$ cat config.mk
export PLATFORM = sky130hd
export DESIGN_NAME = heartbeat_deadline_scanner
export DESIGN_NICKNAME = d
export VERILOG_FILES = /design/src/hdl/hdsc_pkg.sv /design/src/hdl/hdsc_cfg.sv /design/src/hdl/hdsc_dp.sv /design/src/hdl/hdsc_ctrl.sv /design/src/hdl/heartbeat_deadline_scanner.sv
export SDC_FILE = /design/constraint.sdc
export NUM_CORES = 2
export LEC_CHECK = 0
export BUFFER_PORTS_ARGS = -buffer_cell sky130_fd_sc_hd__buf_4
export CORE_MARGIN = 2
export CORE_UTILIZATION = 25
export DETAILED_ROUTE_END_ITERATION = 8
export PLACE_DENSITY_LB_ADDON = 0.2
export SYNTH_ARGS = -nofsm -noshare
export SYNTH_HDL_FRONTEND = slang
export SYNTH_HIERARCHICAL = 1
export SYNTH_SLANG_ARGS = --single-unit
export TNS_END_PERCENT = 50
$ cat constraint.sdc
create_clock -name clk -period 14.8 [get_ports clk]
set_input_delay 1.48 -clock clk [delete_from_list [all_inputs] [get_ports clk]]
set_output_delay 1.48 -clock clk [all_outputs]
set_load 0.01 [all_outputs]
$ cat src/hdl/hdsc_pkg.sv
`timescale 1ns / 1ps
package hdsc_pkg;

  // input selector codes
  localparam logic [1:0] FUNC_TICK   = 2'd0;
  localparam logic [1:0] FUNC_RECORD = 2'd1;
  localparam logic [1:0] FUNC_CLEAR  = 2'd2;

  // result status codes
  localparam logic [1:0] ST_DUE     = 2'd0;
  localparam logic [1:0] ST_DONE    = 2'd1;
  localparam logic [1:0] ST_INVALID = 2'd2;
  localparam logic [1:0] ST_OVERDUE = 2'd3;

  // register word addresses (paddr bit 2)
  localparam logic REG_SCAN_INTERVAL  = 1'b0;
  localparam logic REG_SAFE_GAP_LIMIT = 1'b1;

  localparam logic [31:0] SCAN_INTERVAL_RST  = 32'd1000;
  localparam logic [31:0] SAFE_GAP_LIMIT_RST = 32'd5000;

  // saturation ceiling of the 48-bit result fields
  localparam logic [47:0] OUT_MAX = 48'hFFFF_FFFF_FFFF;

  // controller to datapath
  typedef struct packed {
    logic       emit;
    logic [1:0] status;
    logic       last;
    logic       lag_zero;
    logic       set_safe;
    logic       store_scan;
  } hdsc_cmd_t;

  // datapath to controller
  typedef struct packed {
    logic now_pos;
    logic safe;
    logic gap_over;
    logic hit;
    logic out_free;
  } hdsc_sts_t;

endpackage

$ cat src/hdl/hdsc_cfg.sv
`timescale 1ns / 1ps
module hdsc_cfg (
  input  logic        clk,
  input  logic        rst_n,
  input  logic        psel,
  input  logic        penable,
  input  logic        pwrite,
  input  logic [2:0]  paddr,
  input  logic [31:0] pwdata,
  output logic [31:0] prdata,
  output logic [31:0] scan_interval,
  output logic [31:0] safe_gap_limit
);
  import hdsc_pkg::*;

  logic [31:0] scan_interval_r;
  logic [31:0] safe_gap_limit_r;
  logic        wr_en;

  assign wr_en = psel && penable && pwrite;

  // register writes on the access phase
  always_ff @(posedge clk) begin
    if (!rst_n) begin
      scan_interval_r  <= SCAN_INTERVAL_RST;
      safe_gap_limit_r <= SAFE_GAP_LIMIT_RST;
    end else if (wr_en) begin
      if (paddr[2] == REG_SCAN_INTERVAL) begin
        scan_interval_r <= pwdata;
      end else begin
        safe_gap_limit_r <= pwdata;
      end
    end
  end

  // read mux
  assign prdata = (paddr[2] == REG_SAFE_GAP_LIMIT) ? safe_gap_limit_r : scan_interval_r;

  assign scan_interval  = scan_interval_r;
  assign safe_gap_limit = safe_gap_limit_r;

endmodule

$ cat src/hdl/hdsc_dp.sv
`timescale 1ns / 1ps
module hdsc_dp #(
  parameter int SCAN_N    = 16,
  parameter int IDX_W     = 4,
  parameter int TIME_BITS = 48
) (
  input  logic                clk,
  input  logic                rst_n,
  input  logic                in_accept,
  input  logic [1:0]          in_func,
  input  logic [3:0]          in_entity,
  input  logic [47:0]         in_deadline,
  input  logic [47:0]         in_now,
  input  logic [31:0]         scan_interval,
  input  logic [31:0]         safe_gap_limit,
  input  hdsc_pkg::hdsc_cmd_t cmd,
  input  logic [IDX_W-1:0]    idx,
  output hdsc_pkg::hdsc_sts_t sts,
  input  logic                out_ready,
  output logic                out_valid,
  output logic [1:0]          out_status,
  output logic [3:0]          out_entity,
  output logic [47:0]         out_overdue,
  output logic [47:0]         out_lag,
  output logic                out_safe,
  output logic                out_last
);
  import hdsc_pkg::*;

  localparam int SAT_W = (TIME_BITS > 48) ? TIME_BITS : 48;

  // deadline table, entries undefined until recorded
  logic signed [TIME_BITS-1:0] store_r [SCAN_N];
  logic [SCAN_N-1:0]           valid_r;

  logic signed [TIME_BITS-1:0] now_r;
  logic signed [TIME_BITS-1:0] last_scan_r;
  logic                        safe_r;
  logic [TIME_BITS-1:0]        gap_r;
  logic [47:0]                 lag_r;
  logic                        gap_over_r;

  logic signed [TIME_BITS-1:0] dl_in;
  logic signed [TIME_BITS-1:0] now_in;
  logic                        ent_ok;
  logic [IDX_W-1:0]            ent_idx;

  assign dl_in   = TIME_BITS'($signed(in_deadline));
  assign now_in  = TIME_BITS'($signed(in_now));
  assign ent_ok  = ({1'b0, in_entity} < 5'(SCAN_N));
  assign ent_idx = in_entity[IDX_W-1:0];

  // record and clear items
  always_ff @(posedge clk) begin
    if (in_accept && in_func == FUNC_RECORD && ent_ok) begin
      store_r[ent_idx] <= dl_in;
    end
  end

  always_ff @(posedge clk) begin
    if (!rst_n) begin
      valid_r <= '0;
    end else if (in_accept && ent_ok) begin
      if (in_func == FUNC_RECORD) begin
        valid_r[ent_idx] <= 1'b1;
      end else if (in_func == FUNC_CLEAR) begin
        valid_r[ent_idx] <= 1'b0;
      end
    end
  end

  // tick time capture
  always_ff @(posedge clk) begin
    if (in_accept && in_func == FUNC_TICK) begin
      now_r <= now_in;
    end
  end

  // scan time and safe latch
  always_ff @(posedge clk) begin
    if (!rst_n) begin
      last_scan_r <= '0;
      safe_r      <= 1'b0;
    end else begin
      if (cmd.store_scan) begin
        last_scan_r <= now_r;
      end
      if (cmd.set_safe) begin
        safe_r <= 1'b1;
      end
    end
  end

  // gap since last scan, then lag and safe limit check registered from the gap
  logic [TIME_BITS-1:0] iv_ext;
  logic [TIME_BITS-1:0] lim_ext;
  logic [TIME_BITS-1:0] lag_raw;
  logic [SAT_W-1:0]     lag_ext;
  logic                 have_last;
  logic                 gap_pos;
  logic [47:0]          lag_nxt;

  assign iv_ext    = TIME_BITS'(scan_interval);
  assign lim_ext   = TIME_BITS'(safe_gap_limit);
  assign have_last = (last_scan_r != '0);
  // a tick earlier than the last scan gives a negative gap
  assign gap_pos   = !gap_r[TIME_BITS-1];
  assign lag_raw   = gap_r - iv_ext;
  assign lag_ext   = SAT_W'(lag_raw);

  always_comb begin
    lag_nxt = '0;
    if (have_last && gap_pos && gap_r > iv_ext) begin
      lag_nxt = (lag_ext > SAT_W'(OUT_MAX)) ? OUT_MAX : lag_ext[47:0];
    end
  end

  always_ff @(posedge clk) begin
    gap_r      <= now_r - last_scan_r;
    lag_r      <= lag_nxt;
    gap_over_r <= have_last && gap_pos && (gap_r > lim_ext);
  end

  // due check of the entry under the scan index
  logic signed [TIME_BITS:0]   diff;
  logic signed [TIME_BITS-1:0] dl_cur;
  logic [SAT_W-1:0]            od_ext;
  logic [47:0]                 od_sat;

  assign dl_cur = store_r[idx];
  assign diff   = {now_r[TIME_BITS-1], now_r} - {dl_cur[TIME_BITS-1], dl_cur};
  assign od_ext = SAT_W'(diff[TIME_BITS-1:0]);
  assign od_sat = (od_ext > SAT_W'(OUT_MAX)) ? OUT_MAX : od_ext[47:0];

  // result register
  logic        out_valid_r;
  logic [1:0]  out_status_r;
  logic [3:0]  out_entity_r;
  logic [47:0] out_overdue_r;
  logic [47:0] out_lag_r;
  logic        out_safe_r;
  logic        out_last_r;
  logic        out_free;

  assign out_free = !out_valid_r || out_ready;

  always_ff @(posedge clk) begin
    if (!rst_n) begin
      out_valid_r <= 1'b0;
    end else if (cmd.emit) begin
      out_valid_r <= 1'b1;
    end else if (out_ready) begin
      out_valid_r <= 1'b0;
    end
  end

  always_ff @(posedge clk) begin
    if (cmd.emit) begin
      out_status_r  <= cmd.status;
      out_entity_r  <= (cmd.status == ST_DUE) ? 4'(idx) : 4'd0;
      out_overdue_r <= (cmd.status == ST_DUE) ? od_sat : 48'd0;
      out_lag_r     <= cmd.lag_zero ? 48'd0 : lag_r;
      out_safe_r    <= safe_r || cmd.set_safe;
      out_last_r    <= cmd.last;
    end
  end

  assign out_valid   = out_valid_r;
  assign out_status  = out_status_r;
  assign out_entity  = out_entity_r;
  assign out_overdue = out_overdue_r;
  assign out_lag     = out_lag_r;
  assign out_safe    = out_safe_r;
  assign out_last    = out_last_r;

  // status back to the controller
  assign sts.now_pos  = !now_r[TIME_BITS-1] && (now_r != '0);
  assign sts.safe     = safe_r;
  assign sts.gap_over = gap_over_r;
  assign sts.hit      = valid_r[idx] && !diff[TIME_BITS];
  assign sts.out_free = out_free;

endmodule

$ cat src/hdl/hdsc_ctrl.sv
`timescale 1ns / 1ps
module hdsc_ctrl #(
  parameter int SCAN_N = 16,
  parameter int IDX_W  = 4
) (
  input  logic                clk,
  input  logic                rst_n,
  input  logic                in_accept,
  input  logic [1:0]          in_func,
  output logic                in_ready,
  input  hdsc_pkg::hdsc_sts_t sts,
  output hdsc_pkg::hdsc_cmd_t cmd,
  output logic [IDX_W-1:0]    idx
);
  import hdsc_pkg::*;

  localparam logic [2:0] S_IDLE   = 3'd0;
  localparam logic [2:0] S_GAP    = 3'd1;
  localparam logic [2:0] S_LAG    = 3'd2;
  localparam logic [2:0] S_DECIDE = 3'd3;
  localparam logic [2:0] S_SCAN   = 3'd4;
  localparam logic [2:0] S_FINAL  = 3'd5;

  localparam logic [IDX_W-1:0] IDX_END = IDX_W'(SCAN_N - 1);

  logic [2:0]       state_r, state_nxt;
  logic [IDX_W-1:0] idx_r, idx_nxt;

  // next state and commands
  always_comb begin
    state_nxt    = state_r;
    idx_nxt      = idx_r;
    in_ready     = 1'b0;
    cmd          = '0;
    cmd.status   = ST_DONE;
    unique case (state_r)
      S_IDLE: begin
        in_ready = 1'b1;
        if (in_accept && in_func == FUNC_TICK) begin
          state_nxt = S_GAP;
        end
      end
      S_GAP: begin
        state_nxt = S_LAG;
      end
      S_LAG: begin
        state_nxt = S_DECIDE;
      end
      S_DECIDE: begin
        priority if (!sts.now_pos) begin
          if (sts.out_free) begin
            cmd.emit     = 1'b1;
            cmd.status   = ST_INVALID;
            cmd.last     = 1'b1;
            cmd.lag_zero = 1'b1;
            state_nxt    = S_IDLE;
          end
        end else if (sts.safe) begin
          if (sts.out_free) begin
            cmd.emit     = 1'b1;
            cmd.status   = ST_OVERDUE;
            cmd.last     = 1'b1;
            cmd.lag_zero = 1'b1;
            state_nxt    = S_IDLE;
          end
        end else if (sts.gap_over) begin
          if (sts.out_free) begin
            cmd.emit     = 1'b1;
            cmd.status   = ST_OVERDUE;
            cmd.last     = 1'b1;
            cmd.set_safe = 1'b1;
            state_nxt    = S_IDLE;
          end
        end else begin
          idx_nxt   = '0;
          state_nxt = S_SCAN;
        end
      end
      S_SCAN: begin
        if (!sts.hit || sts.out_free) begin
          if (sts.hit) begin
            cmd.emit   = 1'b1;
            cmd.status = ST_DUE;
          end
          if (idx_r == IDX_END) begin
            state_nxt = S_FINAL;
          end else begin
            idx_nxt = idx_r + 1'b1;
          end
        end
      end
      S_FINAL: begin
        if (sts.out_free) begin
          cmd.emit       = 1'b1;
          cmd.status     = ST_DONE;
          cmd.last       = 1'b1;
          cmd.store_scan = 1'b1;
          state_nxt      = S_IDLE;
        end
      end
      default: begin
        state_nxt = S_IDLE;
      end
    endcase
  end

  always_ff @(posedge clk) begin
    if (!rst_n) begin
      state_r <= S_IDLE;
      idx_r   <= '0;
    end else begin
      state_r <= state_nxt;
      idx_r   <= idx_nxt;
    end
  end

  assign idx = idx_r;

  // a result is only loaded into a free output register
  a_emit_free: assert property (@(posedge clk) disable iff (!rst_n)
    cmd.emit |-> sts.out_free)
    else $error("result loaded while output register busy");

  // the final result of a tick returns the controller to idle
  a_last_idle: assert property (@(posedge clk) disable iff (!rst_n)
    (cmd.emit && cmd.last) |=> (state_r == S_IDLE))
    else $error("tick not finished after last result");

  // scan index stays inside the table
  a_idx_range: assert property (@(posedge clk) disable iff (!rst_n)
    (state_r == S_SCAN) |-> (idx_r <= IDX_END))
    else $error("scan index out of range");

  // the safe latch only sets together with an overdue result
  a_safe_emit: assert property (@(posedge clk) disable iff (!rst_n)
    cmd.set_safe |-> (cmd.emit && cmd.status == ST_OVERDUE))
    else $error("safe latch set without overdue result");

  // scan time is stored only when the done result goes out
  a_store_done: assert property (@(posedge clk) disable iff (!rst_n)
    cmd.store_scan |-> (state_r == S_FINAL && cmd.emit && !sts.safe))
    else $error("scan time stored outside final step");

endmodule

$ cat src/hdl/heartbeat_deadline_scanner.sv
`timescale 1ns / 1ps
// Watchdog deadline table with a periodic scan.
// Input stream: in_tuser selects the item (tick, record, clear); in_tdata
// carries entity, deadline and current time. Record and clear beats produce
// nothing. A tick walks the table one entry per cycle, holding while a due
// result waits for the output register, and emits one beat per due entity
// followed by a done beat (out_tlast high), or a single invalid-time or
// overdue beat.
// A tick steps through the gap, lag and decision states; a special-case
// result is loaded from the decision state, while a scan walks ENTITIES
// entries (capped at 16) and then a final state emits the done beat.
// in_tready is high only between items; the last result may still sit in the
// output register while the next item is taken.
// When the receiver stalls, the scan holds on the pending result until
// the output register drains; nothing is dropped.
// Reset clears the valid bits, the last scan time and the safe latch, and
// loads the default scan interval and safe gap limit. Stored deadlines are
// not cleared. Registers sit on an APB port: scan_interval at 0x0,
// safe_gap_limit at 0x4.
module heartbeat_deadline_scanner #(
  parameter int ENTITIES  = 16,
  parameter int TIME_BITS = 48
) (
  input  logic         clk,
  input  logic         rst_n,
  input  logic         in_tvalid,
  output logic         in_tready,
  input  logic [103:0] in_tdata,  // entity[3:0], deadline_time[51:4], now_time[99:52]
  input  logic [1:0]   in_tuser,  // func[1:0]
  output logic         out_tvalid,
  input  logic         out_tready,
  output logic [103:0] out_tdata, // due_entity[3:0], overdue_by[51:4], scan_lag[99:52],
                                  // safe_mode[100]
  output logic [1:0]   out_tuser, // status[1:0]
  output logic         out_tlast,
  input  logic         cfg_psel,
  input  logic         cfg_penable,
  input  logic         cfg_pwrite,
  input  logic [2:0]   cfg_paddr,
  input  logic [31:0]  cfg_pwdata,
  output logic [31:0]  cfg_prdata,
  output logic         cfg_pready
);
  import hdsc_pkg::*;

  localparam int SCAN_N = (ENTITIES < 16) ? ENTITIES : 16;
  localparam int IDX_W  = (SCAN_N > 1) ? $clog2(SCAN_N) : 1;

  logic             in_accept;
  hdsc_cmd_t        cmd;
  hdsc_sts_t        sts;
  logic [IDX_W-1:0] idx;
  logic [31:0]      scan_interval;
  logic [31:0]      safe_gap_limit;
  logic [3:0]       o_entity;
  logic [47:0]      o_overdue;
  logic [47:0]      o_lag;
  logic             o_safe;

  assign in_accept  = in_tvalid && in_tready;
  assign cfg_pready = 1'b1;

  hdsc_cfg u_cfg (
    .clk            (clk),
    .rst_n          (rst_n),
    .psel           (cfg_psel),
    .penable        (cfg_penable),
    .pwrite         (cfg_pwrite),
    .paddr          (cfg_paddr),
    .pwdata         (cfg_pwdata),
    .prdata         (cfg_prdata),
    .scan_interval  (scan_interval),
    .safe_gap_limit (safe_gap_limit)
  );

  hdsc_ctrl #(
    .SCAN_N (SCAN_N),
    .IDX_W  (IDX_W)
  ) u_ctrl (
    .clk       (clk),
    .rst_n     (rst_n),
    .in_accept (in_accept),
    .in_func   (in_tuser),
    .in_ready  (in_tready),
    .sts       (sts),
    .cmd       (cmd),
    .idx       (idx)
  );

  hdsc_dp #(
    .SCAN_N    (SCAN_N),
    .IDX_W     (IDX_W),
    .TIME_BITS (TIME_BITS)
  ) u_dp (
    .clk            (clk),
    .rst_n          (rst_n),
    .in_accept      (in_accept),
    .in_func        (in_tuser),
    .in_entity      (in_tdata[3:0]),
    .in_deadline    (in_tdata[51:4]),
    .in_now         (in_tdata[99:52]),
    .scan_interval  (scan_interval),
    .safe_gap_limit (safe_gap_limit),
    .cmd            (cmd),
    .idx            (idx),
    .sts            (sts),
    .out_ready      (out_tready),
    .out_valid      (out_tvalid),
    .out_status     (out_tuser),
    .out_entity     (o_entity),
    .out_overdue    (o_overdue),
    .out_lag        (o_lag),
    .out_safe       (o_safe),
    .out_last       (out_tlast)
  );

  // result beat packing
  assign out_tdata = {3'b000, o_safe, o_lag, o_overdue, o_entity};

endmodule

Word level (Yosys, flattened, before mapping)

Memories as Yosys holds them, arrays and structs flattened. A register that Yosys moved wholly into a read port is not among the register bits.
Cells that the tools add are included.

Logic and storage cells: 129
Memories kept: 1
Output and inout port bits: 142
Flip-flop bits (word level): 386
RAM bits: 768

Bitwise gates (word level): 4
Magnitude comparators: 7
Muxes and demuxes: 48
Eq/ne operators: 15
Add/subtract/negate cells: 4
Reduce and logical (&&, ||, !) cells: 32

Memories:

| name         | depth | bits a word | rd ports | clocked after Yosys merged registers in | write ports | RTL line      | text |
|---|---|---|---|---|---|---|---|
| u_dp.store_r | 16    | 48          | 1        | 1                                       | 1           | hdsc_dp.sv:33 | `logic signed [TIME_BITS-1:0] store_r [SCAN_N];` |

Operators with widths:

| operator                                            | number |
|---|---|
| > comparator 48 x 32 -> 1 bit                       | 2 |
| > comparator 48 bit (second input constant)         | 2 |
| two-way mux 48 bit                                  | 2 |
| nonzero test 48 bit                                 | 2 |
| subtractor 48 x 48 -> 49 bit                        | 1 |
| subtractor 48 x 32 -> 48 bit                        | 1 |
| subtractor 48 bit                                   | 1 |
| two-way mux 4 bit                                   | 11 |
| two-way mux 16 bit                                  | 2 |
| two-way mux 32 bit                                  | 1 |
| two-way mux 3 bit                                   | 9 |
| one-hot mux 3 bit (6 select lines)                  | 1 |
| bitwise AND 16 bit                                  | 1 |
| NOT 16 bit                                          | 1 |
| bitwise OR 16 bit                                   | 1 |
| two-way mux 5 bit                                   | 3 |
| two-way mux 1 bit                                   | 13 |
| logical AND 1 bit                                   | 11 |
| < comparator 4 x 5 -> 1 bit (second input constant) | 2 |
| one-hot mux 3 bit (3 select lines)                  | 1 |
| != test 2 x 1 -> 1 bit (second input constant)      | 4 |
| one-hot mux 4 bit (2 select lines)                  | 1 |
| == test 3 x 2 -> 1 bit (second input constant)      | 2 |
| == test 3 bit (second input constant)               | 2 |
| 20 further kinds                                    | 33 |

Longest topological paths before layout

Depth after elaboration: 9
Mapped depth: 23

Hierarchy

The synthesis kept the hierarchy.

Modules (own cells, without submodules):

| module                     | instances | cells an instance | sequential area each (um2) | area an instance (um2) |
|---|---|---|---|---|
| hdsc_dp                    | 1         | 3169              | 30889.6                    | 48052.3 |
| hdsc_cfg                   | 1         | 284               | 1281.2                     | 2862.7 |
| hdsc_ctrl                  | 1         | 62                | 140.1                      | 490.5 |
| heartbeat_deadline_scanner | 1         | 8                 | 0.0                        | 51.3 |

Least setup slack after synthesis

No wires, ideal clock.

Path type: flip-flop to flip-flop
From: reg u_ctrl.idx_r[0], in the netlist u_ctrl/idx[0]
To: reg u_dp.out_entity_r[0], in the netlist u_dp/out_entity[0], enable pin
Stages on the path, launching flop included: 19
Arrival: 6.302 ns
Period minus slack after synthesis: 6.727 ns
Path slack: 8.073 ns
Buffers on the path: 3
Path through: dfxtp_1 -> clkbuf_1 -> buf_1 -> buf_1 -> mux4_2 -> mux4_2 -> ha_1 -> inv_1 -> fa_1 -> a211oi_1 -> o21bai_1 -> o211ai_1 -> o211ai_1 -> nand2_1 -> a21o_1 -> o31ai_1 -> nand4_1 -> a21boi_0 -> a31o_2

RTL lines:

| element                | RTL line         | text |
|---|---|---|
| from (decl)            | hdsc_ctrl.sv:27  | `logic [IDX_W-1:0] idx_r, idx_nxt;` |
| from (signal assigned) | hdsc_ctrl.sv:113 | `idx_r <= idx_nxt;` |
| to (signal assigned)   | hdsc_dp.sv:160   | `out_entity_r <= (cmd.status == ST_DUE) ? 4'(idx) : 4'd0;` |
| to (decl)              | hdsc_dp.sv:138   | `logic [3:0] out_entity_r;` |

==> summary.txt <==
Timing
  • Worst setup margin: between 6000 and 7000 ps
  • Setup tns final: 0 ps
  • Slew @ Worst Pin: roughly 1100 ps
  • RSZ-0062 raised after global routing: no
  • Max Slew Vio Count: 0
  • Final setup viols: 0
  • Hold Vio Cnt, Final: 0
  • Peak Freq: 119.0 MHz
  • Max Clock Skew: 40.03 ps
  • Period utilization: a little under three fifths
  • Min Tclk post-route: 8400 ps
  • Max_slew headroom: a little over a quarter

Synthesis
  • Synthesized area per cell: 14.61 sq um
  • Post-Syn Instances: 3523
  • Top cells by area, synth: edfxtp_1 (54%), mux4_2 (11%), dfxtp_1 (9.1%)
  • Synth unique cells: 87
  • Mapped cell area: 51460 sq um
  • Largest area contributor in the netlist: edfxtp_1
  • Async SR Flop Fraction: 0%
  • Sequential fraction of the synthesis area: 62.79%
  • YS warnings: 6
  • Top-area cell type share of the netlist area: 53.69%
  • Synth Register Bits: 1154
  • Ys flop type: edfxtp_1
  • Number of synthesized flops with an enable pin: 920

Run
  • MaxCap Viol Count: 0

Pwr
  • Leak: 20.64 nW
  • PD cells: 119.8 nW/um^2
  • Worst VDD drop: 0.06981 mV

Placed design
  • Worst slack, placed: 6165 ps
  • Final HPWL DP: 100600 um
  • IO Port Bufs: 279
  • RD Place Congestion: between 0.8 and 0.9

Floorplan
  • Die height: ~460 um
  • Ports: 290
  • Rows: between 150 and 200
  • Area of the die: approximately 210000 sq um
  • Die width: 457.7 um
  • Core Area: ~200000 sq um
  • Initial Util: 25.15%

Hold path
  • Hold Path Class: reg2reg

Worst setup path
  • CP dominant cell by count: buf_4
  • CP cell instances: buf_4 > buf_4 > mux4_2 > mux4_2 > ha_1 > inv_1 > fa_1 > a211oi_1 > o21bai_1 > o211ai_1 > o211ai_1 > nand2_1 > a21o_1 > o31ai_1 > nand4_1 > a21boi_0 > a31o_4 > buf_4
  • R2R Path Start: u_ctrl/idx[0]$_SDFFE_PN0P_
  • Crit path capture type: flop
  • Crit. Startpoint: u_ctrl/idx[0]$_SDFFE_PN0P_
  • CP Launch Type: flop
  • Crit path arrival time: 8790 ps
  • CP max stage delay: 850 ps
  • Crit-path max FO: 58
  • Critical path's slowest cell: a31o_4
  • Setup CP Type: reg2reg
  • Data required, critical path: 15190 ps

Global routing
  • Largest net degree at the start of global routing: 99
  • First-pass GRT wire length: 218400 um
  • Initial antenna violation count: 14
  • GRT overflow: 0
  • GRT Resource Usage Total: roughly 14%
  • Vias in the first global route: 31104

CTS
  • CTS Sinks: 1154
  • Total setup buffers inserted after CTS: 0
  • CTS Hold Bufs: 0
  • CTS resizes: 0
  • CTS tree: built
  • Max clock buf depth: 3
  • TritonCTS buffer count: around 130
  • Worst-Skew Late Latency: 790 ps
  • Root Buffer: clkbuf_16
  • Clk pin slew, worst setup/hold paths: 60 ps
  • CTS H-Tree Depth: 4

Drt
  • Via count: 29789
  • Initial DRC Count: 1681
  • First drt pass iteration count: 5
  • Antenna-violating nets left: 0
  • DR WL/cell: ~23 um
  • Drt total wl: 151000 um
  • Vias per cell: 4.516
  • Residual DRC: 0

Status
  • Status: complete, no violations

Final layout
  • Most frequent cells in the layout: edfxtp_1 (920), buf_4 (319), mux4_2 (245)
  • Area Growth Syn to Fin: 18.60%
  • NumNets Final: 4120
  • Commonest non-fill, non-tap cell in the layout: edfxtp_1
  • Layout cell share with drive strength beyond 1: 21.72%
  • Diodes inserted: 0
==> final timing paths <==
kind	endpoint	slack, ps	cells past startpoint
max	u_dp/out_lag[4]$_SDFFCE_PP0P_	6400	18
min	flop	460	2
max reg2reg	u_dp/out_lag[4]$_SDFFCE_PP0P_	6400	18
min reg2reg	flop	460	2
==> state kept, by name (all words and copies together) (netlist names), named ones only <==
name / cells
u_dp/store_r: 768
u_dp/gap_r: 48
u_dp/lag_r: 48
u_dp/last_scan_r: 48
u_dp/now_r: 48
u_dp/out_lag: 48
u_dp/out_overdue: 48
u_cfg/safe_gap_limit: 32
u_cfg/scan_interval: 32
u_ctrl/idx: 4
u_dp/out_entity: 4
u_ctrl/state_r: 3
u_dp/out_status: 2
u_dp/gap_over_r: 1
u_dp/out_last: 1
u_dp/out_safe: 1
u_dp/out_valid: 1
u_dp/safe_r: 1
==> layout make-up <==
cell class,count,area (sq um)
timing repair buffer,322,2455
inverter,206,773.2
clock inverter,71,840.8
sequential,1154,32320
fill,20460,143600
clock buffer,167,3508
tap,2688,3363
multi-input combinational,1989,17760
==> cell families after synthesis <==
kind of cell,after synthesis,synth area share (%)
adder cells (fa/ha/maj),166,4.080
buffers and inverters,382,2.991
XOR/XNOR,116,1.974
other,2,0.01459
AO/OA/AOI/OAI,489,6.293
flip-flops,1154,62.79
AND/OR/NAND/NOR,810,7.958
multiplexers,404,13.90
==> per-layer routing <==
| metal | GRT usage [%] | wire length [um] | vias to the layer above |
|---|---|---|---|
| met4 | 4.901 | 4820 | 20 |
| met2 | 25.19 | 76830 | 537 |
| li1 | - | - | 13937 |
| met1 | 17.12 | 63240 | 15068 |
| met3 | 2.909 | 5988 | 227 |
| met5 | 0 | 123 | - |
==> power by group <==
| group | switching (mW) | total (mW) | leakage, nW | internal, mW |
|---|---|---|---|---|
| registers | 0.0397 | 3.58 | 10.3 | 3.54 |
| logic | 0.290 | 0.461 | 8.20 | 0.171 |
| clock network | 1.39 | 3.27 | 2.10 | 1.88 |
| total | 1.72 | 7.31 | 20.6 | 5.60 |
==> critical path: cells and delay by family (launching register included) <==
family	cells	cell delay, ps
flops	1	680
buf+inv	4	1870
mux	2	1150
simple gates	2	320
compound gates	8	3260
fa+ha+maj	2	480
==> metrics by stage <==
| stage | hold slack (ps) | power [mW] | utilization, % | std cells | cell area, sq um |
|---|---|---|---|---|---|
| after CTS | 467.9 | 7.420 | 29.83 | 6597 | 61030 |
| after detailed placement | 459.6 | 4.117 | 27.70 | 6359 | 56680 |
| after global routing | 486.0 | 7.592 | 29.83 | 6597 | 61030 |
| after global placement | 456.8 | 4.117 | 27.70 | 6359 | 56680 |
| after floorplan | 440.5 | 3.915 | - | 3525 | 51460 |
| final | 464.0 | 7.311 | 29.83 | 6597 | 61030 |
==> cells in the mapped netlist (all sizes together) (10+ instances only) <==
cell type	number
edfxtp	920
mux4	245
dfxtp	234
nand2	211
inv	206
nor2	177
ha	163
a21oi	149
nor2b	142
clkbuf	129
mux2i	126
o21ai	80
a21o	79
xnor2	71
nand4	56
nor3	48
buf	47
xor2	45
nand3	35
nor4	35
mux2	33
nand2b	24
a21boi	19
o21a	19
o21bai	19
a211oi	18
a31oi	18
and2	16
and3	14
o31ai	13
or2	13
o211ai	11
or3	11
o221ai	10
Note: power is estimated with default switching activity, not from simulation.
